[config.mk]
export PLATFORM = sky130hd
export DESIGN_NAME = ofc_mag_cell
export DESIGN_NICKNAME = d
export VERILOG_FILES = /design/src/hdl/ofc_pkg.sv /design/src/hdl/ofc_mag_cell.sv
export SDC_FILE = /design/constraint.sdc
export NUM_CORES = 1
export LEC_CHECK = 0
export ABC_AREA = 1
export BUFFER_PORTS_ARGS = -buffer_cell sky130_fd_sc_hd__buf_4
export CORE_MARGIN = 2
export CORE_UTILIZATION = 56
export CTS_CLUSTER_SIZE = 12
export DETAILED_ROUTE_END_ITERATION = 12
export GPL_TIMING_DRIVEN = 0
export PLACE_DENSITY = 0.91
export SYNTH_ARGS = -nofsm -noshare
export SYNTH_HDL_FRONTEND = slang
export SYNTH_SLANG_ARGS = --single-unit
[constraint.sdc]
create_clock -name clk -period 6.7 [get_ports clk]
set_input_delay 1.34 -clock clk [delete_from_list [all_inputs] [get_ports clk]]
set_output_delay 1.34 -clock clk [all_outputs]
set_load 0.02 [all_outputs]
[src/hdl/ofc_pkg.sv]
// Shared constants, types and small lookup functions for the flow color coder.
package ofc_pkg;

  // Defaults for the top-level parameters
  localparam int FLOW_WIDTH_DEF     = 16;
  localparam int FLOW_FRAC_BITS_DEF = 12;

  // Gain register
  localparam int              GAIN_WIDTH = 12;
  localparam logic [11:0]     GAIN_RESET = 12'd255;

  // Angle and value resolution
  localparam int              ANGLE_STEPS     = 22;
  localparam int              VALUE_BITS      = 8;
  localparam int              MAG_SQ_WIDTH    = 16;
  localparam logic [5:0]      IDX_STEEP_START = 6'd22;
  localparam logic [7:0]      HUE_ZERO_VECTOR = 8'd90;
  localparam logic [7:0]      QUAD_SPAN       = 8'd45;

  // HSV to BGR
  localparam logic [4:0]      SECTOR_SPAN = 5'd30;
  localparam logic [14:0]     ROUND_HALF  = 15'd30;
  // floor(n / 60) = (n * DIV60_RECIP) >> DIV60_SHIFT, exact for n < 23831
  localparam logic [14:0]     DIV60_RECIP = 15'd17477;
  localparam int              DIV60_SHIFT = 20;

  // Hue sectors of 60 degrees (30 hue steps)
  typedef enum logic [2:0] {
    SEC_RED_YEL = 3'd0,
    SEC_YEL_GRN = 3'd1,
    SEC_GRN_CYN = 3'd2,
    SEC_CYN_BLU = 3'd3,
    SEC_BLU_MAG = 3'd4,
    SEC_MAG_RED = 3'd5
  } sector_t;

  // Per-item info that rides along the cell chain
  typedef struct packed {
    logic                    zero;    // both components zero
    logic                    steep;   // minor axis larger than major axis
    logic [1:0]              quad;    // quadrant of the reversed vector
    logic [5:0]              idx;     // 2-degree steps inside the quadrant
    logic [MAG_SQ_WIDTH-1:0] mag_sq;  // (gain*|flow|)^2 in integer units, saturated
    logic [VALUE_BITS-1:0]   value;   // value channel, built MSB first
  } ofc_tag_t;

  // tan(2k degrees) in unsigned Q0.16, rounded to nearest
  function automatic logic [15:0] tan_q16(input logic [4:0] k);
    logic [15:0] t;
    case (k)
      5'd1:    t = 16'd2289;
      5'd2:    t = 16'd4583;
      5'd3:    t = 16'd6888;
      5'd4:    t = 16'd9210;
      5'd5:    t = 16'd11556;
      5'd6:    t = 16'd13930;
      5'd7:    t = 16'd16340;
      5'd8:    t = 16'd18792;
      5'd9:    t = 16'd21294;
      5'd10:   t = 16'd23853;
      5'd11:   t = 16'd26478;
      5'd12:   t = 16'd29179;
      5'd13:   t = 16'd31964;
      5'd14:   t = 16'd34846;
      5'd15:   t = 16'd37837;
      5'd16:   t = 16'd40951;
      5'd17:   t = 16'd44205;
      5'd18:   t = 16'd47615;
      5'd19:   t = 16'd51202;
      5'd20:   t = 16'd54991;
      5'd21:   t = 16'd59009;
      5'd22:   t = 16'd63287;
      default: t = 16'd0;
    endcase
    return t;
  endfunction

  // Sector of a hue in 0..179
  function automatic sector_t sector_of(input logic [7:0] h);
    sector_t s;
    priority if (h >= 8'd150) s = SEC_MAG_RED;
    else if (h >= 8'd120)     s = SEC_BLU_MAG;
    else if (h >= 8'd90)      s = SEC_CYN_BLU;
    else if (h >= 8'd60)      s = SEC_GRN_CYN;
    else if (h >= 8'd30)      s = SEC_YEL_GRN;
    else                      s = SEC_RED_YEL;
    return s;
  endfunction

  // First hue of a sector
  function automatic logic [7:0] sector_base(input sector_t s);
    logic [7:0] b;
    unique case (s)
      SEC_RED_YEL: b = 8'd0;
      SEC_YEL_GRN: b = 8'd30;
      SEC_GRN_CYN: b = 8'd60;
      SEC_CYN_BLU: b = 8'd90;
      SEC_BLU_MAG: b = 8'd120;
      SEC_MAG_RED: b = 8'd150;
      default:     b = 8'd0;
    endcase
    return b;
  endfunction

endpackage

[src/hdl/ofc_mag_cell.sv]
// Magnitude cell: decides one bit of the value channel by a square compare.
module ofc_mag_cell #(
  parameter int BIT = 7
) (
  input  logic               clk,
  input  logic               rst,
  input  logic               en,
  input  logic               in_valid,
  input  ofc_pkg::ofc_tag_t  in_tag,
  output logic               out_valid,
  output ofc_pkg::ofc_tag_t  out_tag
);
  import ofc_pkg::*;

  logic [VALUE_BITS-1:0]   cand;
  logic [MAG_SQ_WIDTH-1:0] cand_sq;
  ofc_tag_t                tag_next;

  // keep the bit if the candidate squared still fits under the magnitude squared
  assign cand    = in_tag.value | (VALUE_BITS'(1) << BIT);
  assign cand_sq = MAG_SQ_WIDTH'(cand) * MAG_SQ_WIDTH'(cand);

  always_comb begin
    tag_next = in_tag;
    if (cand_sq <= in_tag.mag_sq) begin
      tag_next.value = cand;
    end
  end

  always_ff @(posedge clk) begin
    if (rst) begin
      out_valid <= 1'b0;
    end else if (en) begin
      out_valid <= in_valid;
    end
  end

  always_ff @(posedge clk) begin
    if (en) begin
      out_tag <= tag_next;
    end
  end

endmodule

[Yosys cells after proc, flatten, opt, wreduce, memory -nomap -nowiden]
Cells that the tools add are included.
Cells by class
  add/subtract/negate cells: 0
  $mul: 1
  divide/modulo/power cells: 0
  magnitude comparators: 1
  equal/unequal tests: 0
  shifts and indexed selects: 0
  mux-type cells: 0
  bitwise operators: 0
  reduce and logical (&&, ||, !) cells: 0
Operators with widths (count)
  16-bit less-or-equal comparator: 1
  8-bit by 8-bit multiplier with 16-bit output: 1
Word-level totals
  register bits: 35
  bits in latches: 0
  bits in writable memories: 0
  bits in read-only memories: 0
  input port bits: 38
  output and inout bits: 35
  word-level logic and storage cells: 10
  memories kept: 0

[Depth between registers and ports, before layout]
  depth after elaboration: 2
  gate-level depth with buffers: 27
  depth with buffers taken out: 26

[Worst setup path after synthesis]
No wires, ideal clock.
  path type: in2reg
  from: in in_tag[1] in the netlist's numbering
  to: reg out_tag[7] in the netlist's numbering, data pin
  setup time: 0.253 ns
  data arrival time: 5.403 ns
  required time: 6.447 ns
  path slack: 1.044 ns
  stages: 25
  buffers on the path: 1
  cells stage by stage: clkbuf_1 > inv_1 > fa_1 > inv_1 > fa_1 > inv_1 > fa_1 > fa_1 > inv_1 > ha_1 > nand2_1 > nand2_1 > nand2_1 > nand2_1 > nand2_1 > nand3_1 > nand2_1 > nand2_1 > ha_1 > nand4_1 > nand2b_1 > inv_1 > nand2_1 > nand2_1 > nand2_1
On the way
  longest elaborated chain between the ends: 2
RTL lines
  from (decl): line ofc_mag_cell.sv:9  | input ofc_pkg::ofc_tag_t in_tag,
  8-bit by 8-bit multiplier with 16-bit output: line ofc_mag_cell.sv:21  | assign cand_sq = MAG_SQ_WIDTH'(cand) * MAG_SQ_WIDTH'(cand);
  16-bit less-or-equal comparator: line ofc_mag_cell.sv:25  | if (cand_sq <= in_tag.mag_sq) begin
  to (signal assigned): line ofc_mag_cell.sv:40  | out_tag <= tag_next;
  to (decl): line ofc_mag_cell.sv:11  | output ofc_pkg::ofc_tag_t out_tag
No other way between the ends.
A chain may end at the register's enable or synchronous reset.

[Final worst setup path]
Ends and elaborated chain as after synthesis.

==> impl_metrics.yaml <==
pwr:
  p_seq_share_pct: 20.5
  total_power_mw: 1.30
  power_density_mw_per_mm2: 310
  peakVddDrop_v: 0.000158
  switchingPower_uw: 595
  p_clk_share_pct: 15.5
  netSwitchingFraction_pct: 45.9
  leakage_nw: 2.42
  pwr-share-comb_pct: 64.1
  internal_power_uw: 702
worst_setup_path:
  rr_worst_depth: 2
  rrSetupSlack_ns: 6.12
  critPathCaptureType: "flip-flop"
  critPathMaxFanout: 8
  cpMostUsedCell: "nand2_1"
  slowest_stage: "fa_1"
  crit_arrival_ns: 6.02
  worstSetupPathType: "input pin to flip-flop"
  cpPeakStageDelay_ns: 0.55
  required_ns: 6.75
  start_kind: "input pin"
routing:
  routedWlPerCell_um: 12.6
  route.detailed.drc: 0
  drtIter0Drc: 94
  dr_total_vias: 2758
  first_pass_iters: 4
  routed_wl_um: 7010
  vias_per_cell: 4.95
  antenna_left: 0
hold_path:
  hold_class: "flip-flop to flip-flop"
  min_path_cells: 2
clock_network:
  path_clk_slew_ns: 0.07
  cts_tree: "built"
  postCtsResizedCells: 0
  clock_path_buffers: 2
  cts.sinks: 35
  insertion_delay_ns: 0.29
  cts_buffers: 5
  clk_root_buffer_cell: "clkbuf_8"
  cts_setup_buffers: 0
  htreeDepth: 2
  ctsHoldBuffers: 0
synth:
  synth_cell_types: 23
  async_flop_share_pct: 0
  yosysSeqAreaShare_pct: 30.3
  synthCells: 402
  ys_warn_count: 0
  synth.avg_cell_area_um2: 8.55
  synth_edf_count: 34
  synth_fp_nets: 517
  ys_ff_latch: 35
  synth_area_mm2: 0.00344
  synth_flop_cell: "edfxtp_1"
sta:
  skew_ns: 0
  rsz0062_at_grt: "false"
  drv_slew: 0
  fin_crit_sh_pct: 89.0
  timing.fmax_mhz: 168
  setup_viol_count_final: 0
  period_needed_ns: 5.96
  slew_headroom_pct: 68.3
  hold_violations: 0
  worst_pin_slew_ns: 0.476
  tns_ns: 0
  worst_slack_ns: 0.737
  whs_ns: 0.501
place:
  gp_congestion: 0.856
  pre_cts_ws_ns: 0.438
  dpl.hpwl_um: 5740
  portBuffers: 72
die:
  core_region_area_mm2: 0.00592
  die_height_um: 82.4
  die-area_mm2: 0.00678
  ios: 73
  initial_core_util_pct: 58.1
  die_w_um: 82.4
  num_rows: 28
outcome:
  status: "finished, final reports clean"
grt:
  grt_use_met2_pct: 43.6
  grt-busiest-layer: "met2"
  met3_usage_pct: 4.24
  gr-usage-all-layers_pct: 22.9
  grt_pass1_wl_um: 11900
  use_met1_pct: 25.2
  grt_pass1_vias: 2890
  overflow: 0
  antenna_found_initial: 0
  grt_max_degree: 36
finish:
  final_util_pct: 70.7
  final_nets: 596
  syn2layout_area_growth_pct: 21.7
  diodes: 0
  layout-drive-gt1-share_pct: 18.5
flow_run:
  max-cap-violations: 0
-- Yosys cell counts, types with 3 or more instances --
master,count,area [um^2]
a21oi_1,11,55.1
edfxtp_1,34,1020
fa_1,26,521
ha_1,51,638
inv_1,117,439
nand2_1,97,364
nand3_1,11,55.1
nand4_1,6,37.5
nor2_1,19,71.3
or2_2,3,18.8
xnor2_1,5,43.8
xor2_1,8,70.1
-- cells in the final DEF (no fill, tap or decap) --
| cell type | Yosys | layout |
|---|---|---|
| a21o_1 | 1 | 1 |
| a21oi_1 | 11 | 11 |
| buf_2 | 1 | 1 |
| buf_4 | 0 | 72 |
| bufinv_16 | 0 | 1 |
| clkbuf_1 | 1 | 1 |
| clkbuf_8 | 0 | 5 |
| clkinv_2 | 0 | 1 |
| clkinv_4 | 0 | 1 |
| dfxtp_1 | 1 | 1 |
| edfxtp_1 | 34 | 34 |
| fa_1 | 26 | 26 |
| ha_1 | 51 | 51 |
| inv_1 | 117 | 117 |
| inv_2 | 1 | 1 |
| mux2i_1 | 1 | 1 |
| nand2_1 | 97 | 97 |
| nand2_2 | 2 | 2 |
| nand2b_1 | 1 | 1 |
| nand3_1 | 11 | 11 |
| nand3_2 | 2 | 2 |
| nand4_1 | 6 | 6 |
| nor2_1 | 19 | 19 |
| nor3_1 | 1 | 1 |
| o21ai_0 | 2 | 2 |
| or2_2 | 3 | 3 |
| xnor2_1 | 5 | 5 |
| xor2_1 | 8 | 8 |
-- per-layer routing --
layer  vias up  wire [um]
li1       1371          -
met1      1286       2770
met2        86       3650
met3        15        463
met4         0        129
met5         -          0
-- power groups by stage --
stage               clock [mW]  sequential, mW  combinational (mW)
floorplan                    0           0.295               0.593
global placement             0           0.270               0.773
detailed placement           0           0.271               0.825
CTS                      0.202           0.266               0.837
global route             0.212           0.268               0.969
finish                   0.200           0.266               0.830
-- stage by stage --
stage | std cells | instance area [um^2]
finish | 557 | 4190
global route | 557 | 4190
CTS | 557 | 4190
detailed placement | 549 | 4070
global placement | 549 | 4070
floorplan | 402 | 3440
-- state kept, by name (all words and copies together) (netlist names) --
signal     flops
out_valid      1
out_tag       34
-- critical path: cells and delay by family --
family / cells / cell delay (ns)
buf+inv: 7 / 0.79
simple gates: 13 / 1.05
fa+ha+maj: 6 / 2.81
-- layout make-up --
type                    count  area, um^2
multi-input cells         247        1950
fillers                   450        1740
flip-flops and latches     35        1040
repair buffers             72         541
inverters                 118         443
well taps                  75        93.8
clock buffers               5        68.8
clock inverters             3        43.8
plain buffers               2        8.76
-- path summary, 6_finish.rpt --
path,startpoint,endpoint
setup / recovery,in_tag[1],out_tag[7]
hold / removal,out_valid,out_valid
setup reg to reg,out_valid,out_valid
hold reg to reg,out_valid,out_valid
-- logic make-up (layout without fill, tap and decap cells) --
family | after synthesis | in the layout | share of synthesized area [%]
mux | 1 | 1 | 0.291
buf+inv | 120 | 200 | 13.1
compound gates | 14 | 14 | 2.11
xor+xnor | 13 | 13 | 3.31
flops | 35 | 35 | 30.3
fa+ha+maj | 77 | 77 | 33.7
simple gates | 142 | 142 | 17.2
(Power assumes the default switching activity.)
