--- config.mk ---
export PLATFORM = sky130hd
export DESIGN_NAME = ofc_angle_cell
export DESIGN_NICKNAME = d
export VERILOG_FILES = /design/src/hdl/ofc_pkg.sv /design/src/hdl/ofc_angle_cell.sv
export SDC_FILE = /design/constraint.sdc
export NUM_CORES = 1
export LEC_CHECK = 0
export BUFFER_PORTS_ARGS = -buffer_cell sky130_fd_sc_hd__clkbuf_2
export CAP_MARGIN = 20
export CORE_MARGIN = 5
export CORE_UTILIZATION = 40
export CTS_CLUSTER_DIAMETER = 50
export DETAILED_ROUTE_END_ITERATION = 16
export GPL_ROUTABILITY_DRIVEN = 0
export SYNTH_ARGS = -nofsm -noshare
export SYNTH_HDL_FRONTEND = slang
export SYNTH_SLANG_ARGS = --single-unit
--- constraint.sdc ---
create_clock -name clk -period 10 [get_ports clk]
set_clock_uncertainty 0.05 [all_clocks]
set_input_delay 0.5 -clock clk [delete_from_list [all_inputs] [get_ports clk]]
set_output_delay 0.5 -clock clk [all_outputs]
set_load 0.05 [all_outputs]
--- src/hdl/ofc_pkg.sv ---
// Shared constants, types and small lookup functions for the flow color coder.
package ofc_pkg;

  // Defaults for the top-level parameters
  localparam int FLOW_WIDTH_DEF     = 16;
  localparam int FLOW_FRAC_BITS_DEF = 12;

  // Gain register
  localparam int              GAIN_WIDTH = 12;
  localparam logic [11:0]     GAIN_RESET = 12'd255;

  // Angle and value resolution
  localparam int              ANGLE_STEPS     = 22;
  localparam int              VALUE_BITS      = 8;
  localparam int              MAG_SQ_WIDTH    = 16;
  localparam logic [5:0]      IDX_STEEP_START = 6'd22;
  localparam logic [7:0]      HUE_ZERO_VECTOR = 8'd90;
  localparam logic [7:0]      QUAD_SPAN       = 8'd45;

  // HSV to BGR
  localparam logic [4:0]      SECTOR_SPAN = 5'd30;
  localparam logic [14:0]     ROUND_HALF  = 15'd30;
  // floor(n / 60) = (n * DIV60_RECIP) >> DIV60_SHIFT, exact for n < 23831
  localparam logic [14:0]     DIV60_RECIP = 15'd17477;
  localparam int              DIV60_SHIFT = 20;

  // Hue sectors of 60 degrees (30 hue steps)
  typedef enum logic [2:0] {
    SEC_RED_YEL = 3'd0,
    SEC_YEL_GRN = 3'd1,
    SEC_GRN_CYN = 3'd2,
    SEC_CYN_BLU = 3'd3,
    SEC_BLU_MAG = 3'd4,
    SEC_MAG_RED = 3'd5
  } sector_t;

  // Per-item info that rides along the cell chain
  typedef struct packed {
    logic                    zero;    // both components zero
    logic                    steep;   // minor axis larger than major axis
    logic [1:0]              quad;    // quadrant of the reversed vector
    logic [5:0]              idx;     // 2-degree steps inside the quadrant
    logic [MAG_SQ_WIDTH-1:0] mag_sq;  // (gain*|flow|)^2 in integer units, saturated
    logic [VALUE_BITS-1:0]   value;   // value channel, built MSB first
  } ofc_tag_t;

  // tan(2k degrees) in unsigned Q0.16, rounded to nearest
  function automatic logic [15:0] tan_q16(input logic [4:0] k);
    logic [15:0] t;
    case (k)
      5'd1:    t = 16'd2289;
      5'd2:    t = 16'd4583;
      5'd3:    t = 16'd6888;
      5'd4:    t = 16'd9210;
      5'd5:    t = 16'd11556;
      5'd6:    t = 16'd13930;
      5'd7:    t = 16'd16340;
      5'd8:    t = 16'd18792;
      5'd9:    t = 16'd21294;
      5'd10:   t = 16'd23853;
      5'd11:   t = 16'd26478;
      5'd12:   t = 16'd29179;
      5'd13:   t = 16'd31964;
      5'd14:   t = 16'd34846;
      5'd15:   t = 16'd37837;
      5'd16:   t = 16'd40951;
      5'd17:   t = 16'd44205;
      5'd18:   t = 16'd47615;
      5'd19:   t = 16'd51202;
      5'd20:   t = 16'd54991;
      5'd21:   t = 16'd59009;
      5'd22:   t = 16'd63287;
      default: t = 16'd0;
    endcase
    return t;
  endfunction

  // Sector of a hue in 0..179
  function automatic sector_t sector_of(input logic [7:0] h);
    sector_t s;
    priority if (h >= 8'd150) s = SEC_MAG_RED;
    else if (h >= 8'd120)     s = SEC_BLU_MAG;
    else if (h >= 8'd90)      s = SEC_CYN_BLU;
    else if (h >= 8'd60)      s = SEC_GRN_CYN;
    else if (h >= 8'd30)      s = SEC_YEL_GRN;
    else                      s = SEC_RED_YEL;
    return s;
  endfunction

  // First hue of a sector
  function automatic logic [7:0] sector_base(input sector_t s);
    logic [7:0] b;
    unique case (s)
      SEC_RED_YEL: b = 8'd0;
      SEC_YEL_GRN: b = 8'd30;
      SEC_GRN_CYN: b = 8'd60;
      SEC_CYN_BLU: b = 8'd90;
      SEC_BLU_MAG: b = 8'd120;
      SEC_MAG_RED: b = 8'd150;
      default:     b = 8'd0;
    endcase
    return b;
  endfunction

endpackage

--- src/hdl/ofc_angle_cell.sv ---
// Angle cell: one 2-degree boundary test by cross product against a fixed tangent.
module ofc_angle_cell #(
  parameter int FLOW_WIDTH = ofc_pkg::FLOW_WIDTH_DEF,
  parameter int STEP       = 1
) (
  input  logic                   clk,
  input  logic                   rst,
  input  logic                   en,
  input  logic                   in_valid,
  input  logic [FLOW_WIDTH-1:0]  in_a,
  input  logic [FLOW_WIDTH-1:0]  in_b,
  input  ofc_pkg::ofc_tag_t      in_tag,
  output logic                   out_valid,
  output logic [FLOW_WIDTH-1:0]  out_a,
  output logic [FLOW_WIDTH-1:0]  out_b,
  output ofc_pkg::ofc_tag_t      out_tag
);
  import ofc_pkg::*;

  localparam int PW = FLOW_WIDTH + 16;
  localparam logic [15:0] TAN_K = tan_q16(5'(STEP));

  logic [FLOW_WIDTH-1:0] num, den;
  logic [PW-1:0]         shifted, prod;
  logic                  hit;
  ofc_tag_t              tag_next;

  // flat: b/a >= tan ; steep: a/b <= tan (counts down from 45 degrees)
  assign num     = in_tag.steep ? in_a : in_b;
  assign den     = in_tag.steep ? in_b : in_a;
  assign shifted = {num, 16'd0};
  assign prod    = PW'(TAN_K) * PW'(den);
  assign hit     = in_tag.steep ? (prod >= shifted) : (shifted >= prod);

  always_comb begin
    tag_next     = in_tag;
    tag_next.idx = in_tag.idx + 6'(hit);
  end

  always_ff @(posedge clk) begin
    if (rst) begin
      out_valid <= 1'b0;
    end else if (en) begin
      out_valid <= in_valid;
    end
  end

  always_ff @(posedge clk) begin
    if (en) begin
      out_a   <= in_a;
      out_b   <= in_b;
      out_tag <= tag_next;
    end
  end

endmodule

==> Word level (Yosys, flattened, before mapping) <==
Index checks and enable logic that the tools add are counted.
{ "totals": {"register_bits": 67, "latch_bits": 0, "ramBits": 0, "romBits": 0, "out_inout_bits": 67, "memories": 0} }
{ "op_classes": {"n_addsub": 1, "n_mul": 1, "n_div": 0, "order_cmp": 2, "n_eq_ne": 0, "shift": 0, "muxes": 3, "n_bitwise": 0, "n_reduce_logical": 0} }
{ "op_table": {"columns": ["cell", "n"], "rows": [
  ["$ge A28 B32 Y1", 1],
  ["$ge A32 B28 Y1", 1],
  ["$mux W16", 2],
  ["$mul A12 B16 Y28 const A", 1],
  ["$add A6 B1 Y6", 1],
  ["$mux W1", 1]
]} }

==> Depth between registers and ports, before layout <==
{ "depth": {"ltp_word": 5, "mapped_depth": 32, "depth_no_buf": 29} }

==> Worst setup path after synthesis <==
No wires, ideal clock.
{ "synth_timing": {"path_type": "input-to-reg", "start": "input in_tag[32] in the netlist's numbering", "end": "register out_tag[28] in the netlist's numbering, data pin", "setup_time_ns": 0.258, "arrival_time_ns": 7.445, "path_slack_ns": 2.248, "cell_stages": 29, "path_cell_list": "clkbuf_1 > clkbuf_1 > mux2_2 > ha_1 > inv_1 > fa_1 > inv_1 > fa_1 > fa_1 > inv_1 > fa_1 > inv_1 > ha_1 > and3_4 > nand2_1 > o211a_4 > o31ai_1 > a211oi_1 > o21a_1 > ha_1 > nand4_1 > nor2_1 > o2111ai_1 > or4_1 > o41ai_2 > ha_1 > ha_1 > nand3_1 > xnor2_1"} }
{ "synth_rtl": {"columns": ["item", "line_no", "source"], "rows": [
  ["start: declaration", "ofc_angle_cell.sv:12", "input ofc_pkg::ofc_tag_t in_tag,"],
  ["end signal: assignment", "ofc_angle_cell.sv:52", "out_tag <= tag_next;"],
  ["end: declaration", "ofc_angle_cell.sv:16", "output ofc_pkg::ofc_tag_t out_tag"]
]} }

==> impl_metrics.tcl <==
set metrics [dict create \
    run_status "finished, final reports clean" \
    setup-tns-final_ns 0 \
    detailroute.via_count 4318 \
    critPathMaxFanout 35 \
    postCtsHoldBufs 0 \
    max_cap_violations 0 \
    final.fill_count 1300 \
    row_count 44 \
    path_clk_slew_ns 0.05 \
    cts_max_path_buffers 2 \
    first_pass_grt_wire_length_mm 24.12 \
    netlist-cell-type-count 59 \
    port_buffers 136 \
    critical-path-top-cell-by-count "ha_1" \
    ioPinCount 137 \
    slew-limit-headroom 0.4329 \
    grt_max_degree 68 \
    worst_path_max_delay_cell "clkbuf_2" \
    insertion_delay_ns 0.32 \
    mostFrequentLayoutCells "clkbuf_2 (136), ha_1 (107), inv_1 (96)" \
    antenna_cells_inserted 0 \
    timing.critical_path.slowest_cell_delay_ns 0.63 \
    syn-num-nets 723 \
    path_class "in2reg" \
    detail_route.iter0.violations 144 \
    antenna_violating_nets_post_route 0 \
    die_w_um 132.8 \
    clock_sink_count 67 \
    postSynthCellCount 503 \
    crit_path_arrival_time_ns 8.38 \
    register_area_share_after_synthesis 0.3319 \
    startpoint_type "input pin" \
    initial_utilization 0.4119 \
    stdcell_area_um2 7233 \
    placeableCoreArea_um2 14640 \
    floorplan.die.height_um 132.8 \
    drtPass1Iterations 4 \
    dieArea_um2 17640 \
    synthesis.area_per_instance_um2 11.99 \
    async_flop_share 0 \
    ys_warn_count 0 \
    avgRoutedWirePerCell_um 18.12 \
    post_cts_repair_timing_setup_buffer_count 0 \
    p_per_area_nw_per_um2 361.6 \
    worst_path_required_ns 10.02 \
    first_global_vias 4563 \
    tritoncts.num_buffers 9 \
    cellLeakagePower_nw 3.634 \
    clock-root-buffer "clkbuf_16" \
    area_growth_pct 19.91 \
    cts-htree-levels 3 \
    slew_violations 0 \
    synth-edff-count 66 \
    worst_hold_path_type "in2reg" \
    layout_commonest_cell "clkbuf_2" \
    peakVddDrop_uv 255.6 \
    end_kind "flip-flop" \
    drc_errors 0 \
    vias_per_cell 5.171 \
    antenna_found_initial 0 \
    cts_tree "yes" \
    final_period_minus_worst_setup_slack_ns 8.360 \
    yosys_most_used_dff "edfxtp_1" \
    dpl.hpwl_mm 13.16 \
    layout.nets 866 \
    count_of_final_setup_violators 0 \
    detail_route.wirelength_mm 15.13 \
    grt.total_usage 0.1744 \
    layout_worst_path_cycle_share 0.8360 \
    rsz0062_at_grt "false" \
    pin_slew_with_the_least_headroom_to_its_limit_ns 0.8507 \
    dpl_cell_area_um2 6930 \
    final-hold-violation-count 0 \
    fmaxAchievable_ghz 0.1196 \
    cts_resized 0 \
    postSynthRegisterBits 67 \
    grt_overflow_total 0 \
    proportion_of_layout_cells_with_a_drive_suffix_above_1 0.2965 \
    syn-cell-area_um2 6032 \
]
[per-layer routing]
metal / GRT usage / wire [um] / share of wire / up-vias
met4: 0.04273 / 186 / 0.012 / 0
met2: 0.2920 / 7183 / 0.47 / 157
met1: 0.2244 / 6658 / 0.44 / 2088
li1: - / - / - / 2061
met5: 0 / 0 / 0 / -
met3: 0.04822 / 1103 / 0.073 / 12
[area by class of cell]
class                   instances  area [um^2]  area share
well taps                     184        230.2     0.03183
repair buffers                137        688.2     0.09514
flip-flops and latches         67         2002      0.2768
inverters                      96        360.3     0.04982
multi-input cells             335         3650      0.5046
clock inverters                 6        63.81    0.008822
clock buffers                  10        239.0     0.03304
[state kept, by name (all words and copies together) (netlist names)]
signal,count
out_tag,34
out_valid,1
out_b,16
out_a,16
[worst paths after layout]
| check | startpoint | end | slack, ns | cells after the start |
|---|---|---|---|---|
| worst min register to register | out_valid | out_valid | 0.48 | 2 |
| worst max-delay path | in_tag[32] | out_tag[28] | 1.64 | 28 |
| worst max register to register | out_valid | out_valid | 9.36 | 2 |
| worst min-delay path | rst | out_valid | 0.29 | 2 |
[worst max-delay path, delay by kind of cell]
family / cells / cell delay, ns
buffers and inverters: 5 / 0.84
AO/OA/AOI/OAI: 6 / 1.61
AND/OR/NAND/NOR: 6 / 1.25
XOR/XNOR: 1 / 0.13
adder cells (fa/ha/maj): 9 / 3.52
multiplexers: 1 / 0.47
[through the flow]
step | total power [mW] | util | hold WS (ns) | std cells | setup WS, ns
2_1_floorplan | 1.832 | - | 0.5224 | 503 | 2.248
3_3_place_gp | 2.284 | 0.4733 | 0.4297 | 819 | 1.440
3_5_place_dp | 2.305 | 0.4733 | 0.4808 | 819 | 1.285
4_1_cts | 2.632 | 0.4939 | 0.2803 | 835 | 1.565
5_1_grt | 2.902 | 0.4939 | 0.2870 | 835 | 1.111
6_report | 2.616 | 0.4939 | 0.2885 | 835 | 1.640
[where the power goes]
part	internal, mW	switching (mW)	total, mW
clock network	0.199	0.110	0.309
logic	0.791	1.18	1.97
registers	0.334	0.00613	0.340
[synth_stat cells, types with 2 or more instances]
library cell | instances | area [um^2]
xnor2_1 | 7 | 61.31
o21ai_0 | 5 | 25.02
fa_1 | 43 | 860.8
and2_1 | 3 | 18.77
a31oi_1 | 3 | 18.77
a221oi_1 | 3 | 26.28
mux2_2 | 29 | 326.6
xor2_1 | 20 | 175.2
or4_1 | 2 | 15.01
or3_1 | 2 | 12.51
nor3_1 | 4 | 20.02
nor2_1 | 12 | 45.04
inv_1 | 96 | 360.4
nand2_1 | 7 | 26.28
clkbuf_1 | 4 | 15.01
mux2i_1 | 3 | 30.03
a211o_1 | 3 | 26.28
o21a_1 | 2 | 15.01
and3_1 | 8 | 50.05
edfxtp_1 | 66 | 1982
a221o_1 | 2 | 20.02
a21oi_1 | 14 | 70.07
ha_1 | 107 | 1339
nand3_1 | 10 | 50.05
a21o_1 | 14 | 105.1
[logic make-up after synthesis]
family	share of synthesized area
buf+inv	0.06306
compound gates	0.09127
xor+xnor	0.03920
simple gates	0.05082
flops	0.3319
fa+ha+maj	0.3647
mux	0.05912
Note: power is estimated with default switching activity, not from simulation.
