[src/hdl/ofc_pkg.sv]
// Shared constants, types and small lookup functions for the flow color coder.
package ofc_pkg;

  // Defaults for the top-level parameters
  localparam int FLOW_WIDTH_DEF     = 16;
  localparam int FLOW_FRAC_BITS_DEF = 12;

  // Gain register
  localparam int              GAIN_WIDTH = 12;
  localparam logic [11:0]     GAIN_RESET = 12'd255;

  // Angle and value resolution
  localparam int              ANGLE_STEPS     = 22;
  localparam int              VALUE_BITS      = 8;
  localparam int              MAG_SQ_WIDTH    = 16;
  localparam logic [5:0]      IDX_STEEP_START = 6'd22;
  localparam logic [7:0]      HUE_ZERO_VECTOR = 8'd90;
  localparam logic [7:0]      QUAD_SPAN       = 8'd45;

  // HSV to BGR
  localparam logic [4:0]      SECTOR_SPAN = 5'd30;
  localparam logic [14:0]     ROUND_HALF  = 15'd30;
  // floor(n / 60) = (n * DIV60_RECIP) >> DIV60_SHIFT, exact for n < 23831
  localparam logic [14:0]     DIV60_RECIP = 15'd17477;
  localparam int              DIV60_SHIFT = 20;

  // Hue sectors of 60 degrees (30 hue steps)
  typedef enum logic [2:0] {
    SEC_RED_YEL = 3'd0,
    SEC_YEL_GRN = 3'd1,
    SEC_GRN_CYN = 3'd2,
    SEC_CYN_BLU = 3'd3,
    SEC_BLU_MAG = 3'd4,
    SEC_MAG_RED = 3'd5
  } sector_t;

  // Per-item info that rides along the cell chain
  typedef struct packed {
    logic                    zero;    // both components zero
    logic                    steep;   // minor axis larger than major axis
    logic [1:0]              quad;    // quadrant of the reversed vector
    logic [5:0]              idx;     // 2-degree steps inside the quadrant
    logic [MAG_SQ_WIDTH-1:0] mag_sq;  // (gain*|flow|)^2 in integer units, saturated
    logic [VALUE_BITS-1:0]   value;   // value channel, built MSB first
  } ofc_tag_t;

  // tan(2k degrees) in unsigned Q0.16, rounded to nearest
  function automatic logic [15:0] tan_q16(input logic [4:0] k);
    logic [15:0] t;
    case (k)
      5'd1:    t = 16'd2289;
      5'd2:    t = 16'd4583;
      5'd3:    t = 16'd6888;
      5'd4:    t = 16'd9210;
      5'd5:    t = 16'd11556;
      5'd6:    t = 16'd13930;
      5'd7:    t = 16'd16340;
      5'd8:    t = 16'd18792;
      5'd9:    t = 16'd21294;
      5'd10:   t = 16'd23853;
      5'd11:   t = 16'd26478;
      5'd12:   t = 16'd29179;
      5'd13:   t = 16'd31964;
      5'd14:   t = 16'd34846;
      5'd15:   t = 16'd37837;
      5'd16:   t = 16'd40951;
      5'd17:   t = 16'd44205;
      5'd18:   t = 16'd47615;
      5'd19:   t = 16'd51202;
      5'd20:   t = 16'd54991;
      5'd21:   t = 16'd59009;
      5'd22:   t = 16'd63287;
      default: t = 16'd0;
    endcase
    return t;
  endfunction

  // Sector of a hue in 0..179
  function automatic sector_t sector_of(input logic [7:0] h);
    sector_t s;
    priority if (h >= 8'd150) s = SEC_MAG_RED;
    else if (h >= 8'd120)     s = SEC_BLU_MAG;
    else if (h >= 8'd90)      s = SEC_CYN_BLU;
    else if (h >= 8'd60)      s = SEC_GRN_CYN;
    else if (h >= 8'd30)      s = SEC_YEL_GRN;
    else                      s = SEC_RED_YEL;
    return s;
  endfunction

  // First hue of a sector
  function automatic logic [7:0] sector_base(input sector_t s);
    logic [7:0] b;
    unique case (s)
      SEC_RED_YEL: b = 8'd0;
      SEC_YEL_GRN: b = 8'd30;
      SEC_GRN_CYN: b = 8'd60;
      SEC_CYN_BLU: b = 8'd90;
      SEC_BLU_MAG: b = 8'd120;
      SEC_MAG_RED: b = 8'd150;
      default:     b = 8'd0;
    endcase
    return b;
  endfunction

endpackage

[src/hdl/ofc_front.sv]
// Front end: abs and quadrant, gain multiply, clamp, square and sum of squares.
module ofc_front #(
  parameter int FLOW_WIDTH     = ofc_pkg::FLOW_WIDTH_DEF,
  parameter int FLOW_FRAC_BITS = ofc_pkg::FLOW_FRAC_BITS_DEF
) (
  input  logic                            clk,
  input  logic                            rst,
  input  logic                            en,
  input  logic                            in_valid,
  input  logic signed [FLOW_WIDTH-1:0]    flow_x,
  input  logic signed [FLOW_WIDTH-1:0]    flow_y,
  input  logic [ofc_pkg::GAIN_WIDTH-1:0]  gain,
  output logic                            out_valid,
  output logic [FLOW_WIDTH-1:0]           out_a,
  output logic [FLOW_WIDTH-1:0]           out_b,
  output ofc_pkg::ofc_tag_t               out_tag
);
  import ofc_pkg::*;

  localparam int W  = FLOW_WIDTH;
  localparam int F  = FLOW_FRAC_BITS;
  localparam int GW = W + GAIN_WIDTH;          // gain * |component|
  localparam int CW = F + VALUE_BITS + 1;      // clamped product
  localparam int MW = (GW > CW) ? GW : CW;     // clamp compare width
  localparam int SW = 2 * CW;                  // square
  localparam int UW = SW + 1;                  // sum of squares
  localparam int HW = UW - 2 * F;              // sum in integer units
  localparam logic [MW-1:0] CLAMP_LIM = MW'(1) << (F + VALUE_BITS);

  // Stage 1: magnitudes and quadrant
  logic [W-1:0] xr, yr, ax_c, ay_c;
  logic         xneg, yneg, xzero, yzero;
  logic [1:0]   quad_c;
  logic         v1, zero1;
  logic [1:0]   quad1;
  logic [W-1:0] ax1, ay1;

  assign xr    = flow_x;
  assign yr    = flow_y;
  assign xneg  = xr[W-1];
  assign yneg  = yr[W-1];
  assign xzero = (xr == '0);
  assign yzero = (yr == '0);
  assign ax_c  = xneg ? ((~xr) + W'(1)) : xr;
  assign ay_c  = yneg ? ((~yr) + W'(1)) : yr;

  // quadrant of (-x, -y), boundaries as in the angle convention
  always_comb begin
    priority if (xneg && (yneg || yzero))          quad_c = 2'd0;
    else if (!xneg && yneg)                        quad_c = 2'd1;
    else if (!xneg && !xzero && !yneg)             quad_c = 2'd2;
    else                                           quad_c = 2'd3;
  end

  always_ff @(posedge clk) begin
    if (rst) begin
      v1 <= 1'b0;
    end else if (en) begin
      v1 <= in_valid;
    end
  end

  always_ff @(posedge clk) begin
    if (en) begin
      ax1   <= ax_c;
      ay1   <= ay_c;
      quad1 <= quad_c;
      zero1 <= xzero && yzero;
    end
  end

  // Stage 2: major/minor axis, gain multiply
  logic           v2;
  logic [W-1:0]   a_c, b_c, a2, b2;
  logic [GW-1:0]  gx2, gy2;
  ofc_tag_t       tag_c, tag2;

  assign a_c = quad1[0] ? ay1 : ax1;
  assign b_c = quad1[0] ? ax1 : ay1;

  always_comb begin
    tag_c        = '0;
    tag_c.zero   = zero1;
    tag_c.steep  = (b_c > a_c);
    tag_c.quad   = quad1;
    tag_c.idx    = (b_c > a_c) ? IDX_STEEP_START : '0;
  end

  always_ff @(posedge clk) begin
    if (rst) begin
      v2 <= 1'b0;
    end else if (en) begin
      v2 <= v1;
    end
  end

  always_ff @(posedge clk) begin
    if (en) begin
      a2   <= a_c;
      b2   <= b_c;
      tag2 <= tag_c;
      gx2  <= GW'(gain) * GW'(ax1);
      gy2  <= GW'(gain) * GW'(ay1);
    end
  end

  // Stage 3: clamp, anything past 256 in integer units saturates the value
  logic           v3;
  logic [W-1:0]   a3, b3;
  ofc_tag_t       tag3;
  logic [MW-1:0]  gxm, gym;
  logic [CW-1:0]  gxc3, gyc3;

  assign gxm = MW'(gx2);
  assign gym = MW'(gy2);

  always_ff @(posedge clk) begin
    if (rst) begin
      v3 <= 1'b0;
    end else if (en) begin
      v3 <= v2;
    end
  end

  always_ff @(posedge clk) begin
    if (en) begin
      a3   <= a2;
      b3   <= b2;
      tag3 <= tag2;
      gxc3 <= (gxm >= CLAMP_LIM) ? CW'(CLAMP_LIM) : CW'(gxm);
      gyc3 <= (gym >= CLAMP_LIM) ? CW'(CLAMP_LIM) : CW'(gym);
    end
  end

  // Stage 4: squares
  logic           v4;
  logic [W-1:0]   a4, b4;
  ofc_tag_t       tag4;
  logic [SW-1:0]  sqx4, sqy4;

  always_ff @(posedge clk) begin
    if (rst) begin
      v4 <= 1'b0;
    end else if (en) begin
      v4 <= v3;
    end
  end

  always_ff @(posedge clk) begin
    if (en) begin
      a4   <= a3;
      b4   <= b3;
      tag4 <= tag3;
      sqx4 <= SW'(gxc3) * SW'(gxc3);
      sqy4 <= SW'(gyc3) * SW'(gyc3);
    end
  end

  // Stage 5: sum, drop fraction bits, saturate to 16 bits
  logic [UW-1:0]            sum_c;
  logic [HW-1:0]            hi_c;
  logic [MAG_SQ_WIDTH-1:0]  msq_c;
  ofc_tag_t                 tag5_c;

  assign sum_c = UW'(sqx4) + UW'(sqy4);
  assign hi_c  = sum_c[UW-1:2*F];
  assign msq_c = (|hi_c[HW-1:MAG_SQ_WIDTH]) ? '1 : hi_c[MAG_SQ_WIDTH-1:0];

  always_comb begin
    tag5_c        = tag4;
    tag5_c.mag_sq = msq_c;
  end

  always_ff @(posedge clk) begin
    if (rst) begin
      out_valid <= 1'b0;
    end else if (en) begin
      out_valid <= v4;
    end
  end

  always_ff @(posedge clk) begin
    if (en) begin
      out_a   <= a4;
      out_b   <= b4;
      out_tag <= tag5_c;
    end
  end

endmodule

[config.mk]
export PLATFORM = sky130hd
export DESIGN_NAME = ofc_front
export DESIGN_NICKNAME = d
export VERILOG_FILES = /design/src/hdl/ofc_pkg.sv /design/src/hdl/ofc_front.sv
export SDC_FILE = /design/constraint.sdc
export NUM_CORES = 2
export LEC_CHECK = 0
export ABC_CLOCK_PERIOD_IN_PS = 22600
export BUFFER_PORTS_ARGS = -buffer_cell sky130_fd_sc_hd__buf_2
export CORE_ASPECT_RATIO = 1.75
export CORE_MARGIN = 1
export CORE_UTILIZATION = 35
export CTS_CLUSTER_SIZE = 28
export DETAILED_ROUTE_END_ITERATION = 6
export PLACE_DENSITY_LB_ADDON = 0.15
export SYNTH_ARGS = -nofsm -noshare
export SYNTH_HDL_FRONTEND = slang
export SYNTH_SLANG_ARGS = --single-unit
[constraint.sdc]
create_clock -name clk -period 22.6 [get_ports clk]
set_clock_uncertainty 0.05 [all_clocks]
set_input_delay 2.26 -clock clk [delete_from_list [all_inputs] [get_ports clk]]
set_output_delay 2.26 -clock clk [all_outputs]
set_load 0.005 [all_outputs]
# Word-level counts from Yosys, hierarchy flattened
# Index checks and enable logic that the tools add are counted.
dict set report word_totals {
  register_bits 406
  out_inout_bits 67
  word_cells 75
  inputBits 48
  ramBits 0
  rom_bits 0
  latch_bits 0
  mem_count 0
}
dict set report classes {
  magnitude_cmp 3
  div 0
  multipliers 4
  n_bitwise 2
  mux 7
  addsub 3
  n_shift 0
  reduce_logical 13
  eq_ne 0
}
# op n
set ops {}
lappend ops {{$mul A21 B21 Y42} 2}
lappend ops {{$ge A28 B21 Y1 const B} 2}
lappend ops {{$mul A12 B16 Y28} 2}
lappend ops {{$add A42 B42 Y43} 1}
lappend ops {{$add A16 B1 Y16 const B} 2}
lappend ops {{$logic_not A16 Y1} 2}
lappend ops {{$mux W16} 2}
lappend ops {{$not A16 Y16} 2}
lappend ops {{$mux W15} 2}
lappend ops {{$gt A16 B16 Y1} 1}
lappend ops {{$logic_and A1 B1 Y1} 5}
lappend ops {{$mux W5} 1}
lappend ops {{$logic_not A1 Y1} 3}
lappend ops {{$reduce_or A3 Y1} 1}
lappend ops {{$mux W1} 2}
lappend ops {{$reduce_or A2 Y1} 1}
lappend ops {{$logic_or A1 B1 Y1} 1}

# Depth between registers and ports, before layout
dict set report depth {
  depth_word 6
  depth_mapped 29
}

# Worst setup path before layout
# OpenSTA, ideal clock, no wires.
dict set report synth_path {
  path_type {input -> register}
  from {input port gain[3] (netlist bit)}
  to {register gx2[26], data pin}
  n_path_buf 1
  required_time_ns 22.290
  stages 17
  slack_ns 15.024
  arrival_time_ns 7.266
  path_cell_list {clkbuf_1 -> nand2_1 -> fa_1 -> fa_1 -> fa_1 -> fa_1 -> inv_1 -> fa_1 -> ha_1 -> or3_1 -> or4_1 -> o2111a_1 -> a2111oi_2 -> o21ai_1 -> a41oi_1 -> mux2i_1 -> nand2_1}
}
dict set report synth_via {
  elab_chain_len 1
}
# element line
set synth_lines {}
lappend synth_lines {{start: declaration} ofc_front.sv:12} ;# input logic [ofc_pkg::GAIN_WIDTH-1:0] gain,
lappend synth_lines {{$mul A12 B16 Y28} ofc_front.sv:102} ;# gx2 <= GW'(gain) * GW'(ax1);
lappend synth_lines {{end signal: assignment} ofc_front.sv:102}
lappend synth_lines {{end: declaration} ofc_front.sv:75} ;# logic [GW-1:0] gx2, gy2;
# Every way passes these cells.
# A chain may end at the register's enable or synchronous reset.

# Worst setup path in the final report
dict set report layout_path {
  from {register gyc3[5]}
  to {register sqy4[41], data pin}
}
dict set report layout_via {
  elab_chain_len 1
}
# element line
set layout_lines {}
lappend layout_lines {{start: declaration} ofc_front.sv:112} ;# logic [CW-1:0] gxc3, gyc3;
lappend layout_lines {{start signal: assignment} ofc_front.sv:131} ;# gyc3 <= (gym >= CLAMP_LIM) ? CW'(CLAMP_LIM) : CW'(gym);
lappend layout_lines {{$mul A21 B21 Y42} ofc_front.sv:155} ;# sqy4 <= SW'(gyc3) * SW'(gyc3);
lappend layout_lines {{end signal: assignment} ofc_front.sv:155}
lappend layout_lines {{end: declaration} ofc_front.sv:139} ;# logic [SW-1:0] sqx4, sqy4;
# Every way passes these cells.

==> out/results.ini <==
[clock_tree]
clockRootBuffer=clkbuf_16
clock_tree.buffer_depth=3
ctsHoldBuffers=0
htree_levels=2
path_clk_slew_ns=0.06
cts_setup_buffers=0
clock_latency_ns=0.60
cts_resized=0
cts_tree=done
cts-buffers-inserted=40
cts_sinks=378

[synthesis]
netlist_area_sq_mm=0.0518
synth_seq_cells=378
yosysTopAreaCellShare_pct=34.8
synth_ff_type=edfxtp_1
ys_types=78
postSynthAreaPerCell_sq_um=10.2
yosysMostFrequentCell=inv_1
seq_area_frac_synth_pct=21.8
synth_common_cells=1166 x inv_1, 901 x fa_1, 610 x nand2_1
synth_area_leaders=fa_1 35%, edfxtp_1 22%, ha_1 12%
synth_cells=5098
synth-edff-count=373
yosys.area.top_type=fa_1
synth_warnings=0
synthArstFlopShare_pct=0

[layout]
synthToLayoutAreaGrowth_pct=7.35
layout.cells.non_filler=7086
layout-drive-gt1-share_pct=5.21
fill_cells=14800
stdcell_area_sq_mm=0.0556
nets=6515

[pwr]
ir_drop_uv=175
p_leak_nw=27.1
p_per_area_mw_per_mm2=160

[timing]
period_needed_ns=7.95
slew_violations=0
hold_ws_ns=0.363
fin_setup_tns_ns=0
maxSlewHeadroom_pct=19.8
max_freq_mhz=126
finalSetupViolations=0
rsz0062_at_grt=false
post-route-period-util_pct=35.2
hold_viol=0
tightest_slew_ns=1.20

[min_path]
hp-class=register to register

[global_route]
overflow=0
grt.total_usage_pct=18.4
grt_pass1_wl_microns=211000
grt_pass1_vias=38200
antenna_found_initial=5
grt_max_degree=166

[placed_design]
dp.cells=7015
hpwl_microns=107000
post_dp_cell_area_sq_mm=0.0543
port_buffers=103
gp_congestion=0.838

[route]
wl_per_cell_microns=18.8
postRouteAntennaNets=0
vias=33800
drt_pass1_iterations=5
first_iter_violations=1276
vias_per_cell=4.76
drcViolationCount=0
totalWireLength_microns=133000

[die]
placementRows=186
fp.coreArea_sq_mm=0.147
die-area_sq_mm=0.150
die_x_microns=293
die_h_microns=511
num_io_pins=115
initial_core_util_pct=35.3

[run_status]
run_status=complete, no violations

[worst_setup_path]
critPathKind=register to register
arrival_ns=8.23
cp-start-kind=register
rrSetupSlack_ns=14.65
cp_max_fo=20
cp-end-kind=register
worstPathRequired_ns=22.88

[run]
maxCapViolCount=0

[cells in the final DEF, fill, tap and decap left out, types with 92 or more instances in the layout]
| cell | synthesis | layout |
|---|---|---|
| inv_1 | 1166 | 1166 |
| fa_1 | 901 | 901 |
| nand2_1 | 610 | 610 |
| ha_1 | 483 | 483 |
| edfxtp_1 | 373 | 373 |
| and2_1 | 325 | 325 |
| a21oi_1 | 142 | 142 |
| xnor2_1 | 132 | 132 |
| buf_2 | 0 | 102 |
| nor2_1 | 99 | 99 |
| o21ai_0 | 92 | 92 |
[flip-flops by register name, summed over array words and instances, names as in the netlist, 2 cells and up]
register and count:
b4 16, gxc3 21, a3 16, sqy4 40, quad1 2, gy2 28, b3 16, a4 16
b2 16, ay1 16, tag2 4, out_tag 20, tag3 4, gyc3 21, sqx4 40, out_a 16
a2 16, tag4 4, out_b 16, ax1 16, gx2 28
[power breakdown]
| part | leakage, nW | total [W] | switching, W | internal [W] |
|---|---|---|---|---|
| Sequential | 3.67 | 0.00136 | 0.0000997 | 0.00126 |
| Combinational | 22.8 | 0.00688 | 0.00407 | 0.00281 |
| Clock | 0.625 | 0.000667 | 0.000289 | 0.000378 |
| Total | 27.1 | 0.00891 | 0.00446 | 0.00445 |
[critical path, stage by stage (launching register included)]
cell,delay (ns)
edfxtp_1,0.92
and2_1,0.28
inv_1,0.07
fa_1,0.54
inv_1,0.05
fa_1,0.49
inv_1,0.05
fa_1,0.47
inv_1,0.05
fa_1,0.49
inv_1,0.05
fa_1,0.54
inv_1,0.06
fa_1,0.47
inv_1,0.05
fa_1,0.48
inv_1,0.04
ha_1,0.35
nand2_1,0.07
o21ai_0,0.22
a21oi_1,0.10
o21ai_0,0.56
a211o_1,0.24
o211ai_1,0.16
o31ai_1,0.38
o21ai_0,0.12
o21a_1,0.21
xnor2_1,0.12
[metal layers]
metal  vias to the layer above  global-route usage, %  share of wire, %
li1                      15700                      -                 -
met4                         4                   7.37               4.4
met2                       518                   37.7                58
met3                       228                   1.69               2.5
met1                     17300                   18.5                35
met5                         -                      0             0.014
[layout make-up]
cell class | instances | area (sq um) | share of cell area [%]
multi-input combinational | 3345 | 35300 | 63.5
clock buffer | 49 | 1060 | 1.90
inverter | 1166 | 4380 | 7.87
timing repair buffer | 152 | 906 | 1.63
sequential | 378 | 11300 | 20.3
tap | 1974 | 2470 | 4.44
clock inverter | 20 | 214 | 0.385
antenna | 2 | 5.00 | 0.00900
[worst paths after layout]
path / from / end / depth (start not counted)
worst max register to register: gyc3[5] / sqy4[41] / 27
worst min register to register: b2[9] / b3[9] / 0
worst min-delay path: b2[9] / b3[9] / 0
worst max-delay path: gyc3[5] / sqy4[41] / 27
[metrics by stage]
stage          setup WS (ns)  total power [W]  utilization, %
6_report               14.65          0.00891            37.9
5_1_grt                14.14          0.00987            37.9
4_1_cts                14.62          0.00909            37.9
3_5_place_dp           14.29          0.00835            37.0
3_3_place_gp           14.39          0.00835            37.0
2_1_floorplan          15.02          0.00634               -
[cell families after synthesis]
family	after synthesis	synth area share [%]
adder cells (fa/ha/maj)	1390	46.6
XOR/XNOR	185	3.13
buffers and inverters	1385	10.1
other	1	0.00724
AO/OA/AOI/OAI	485	6.13
multiplexers	30	0.628
flip-flops	378	21.8
AND/OR/NAND/NOR	1244	11.6
Power figures use the tool's default switching activity.
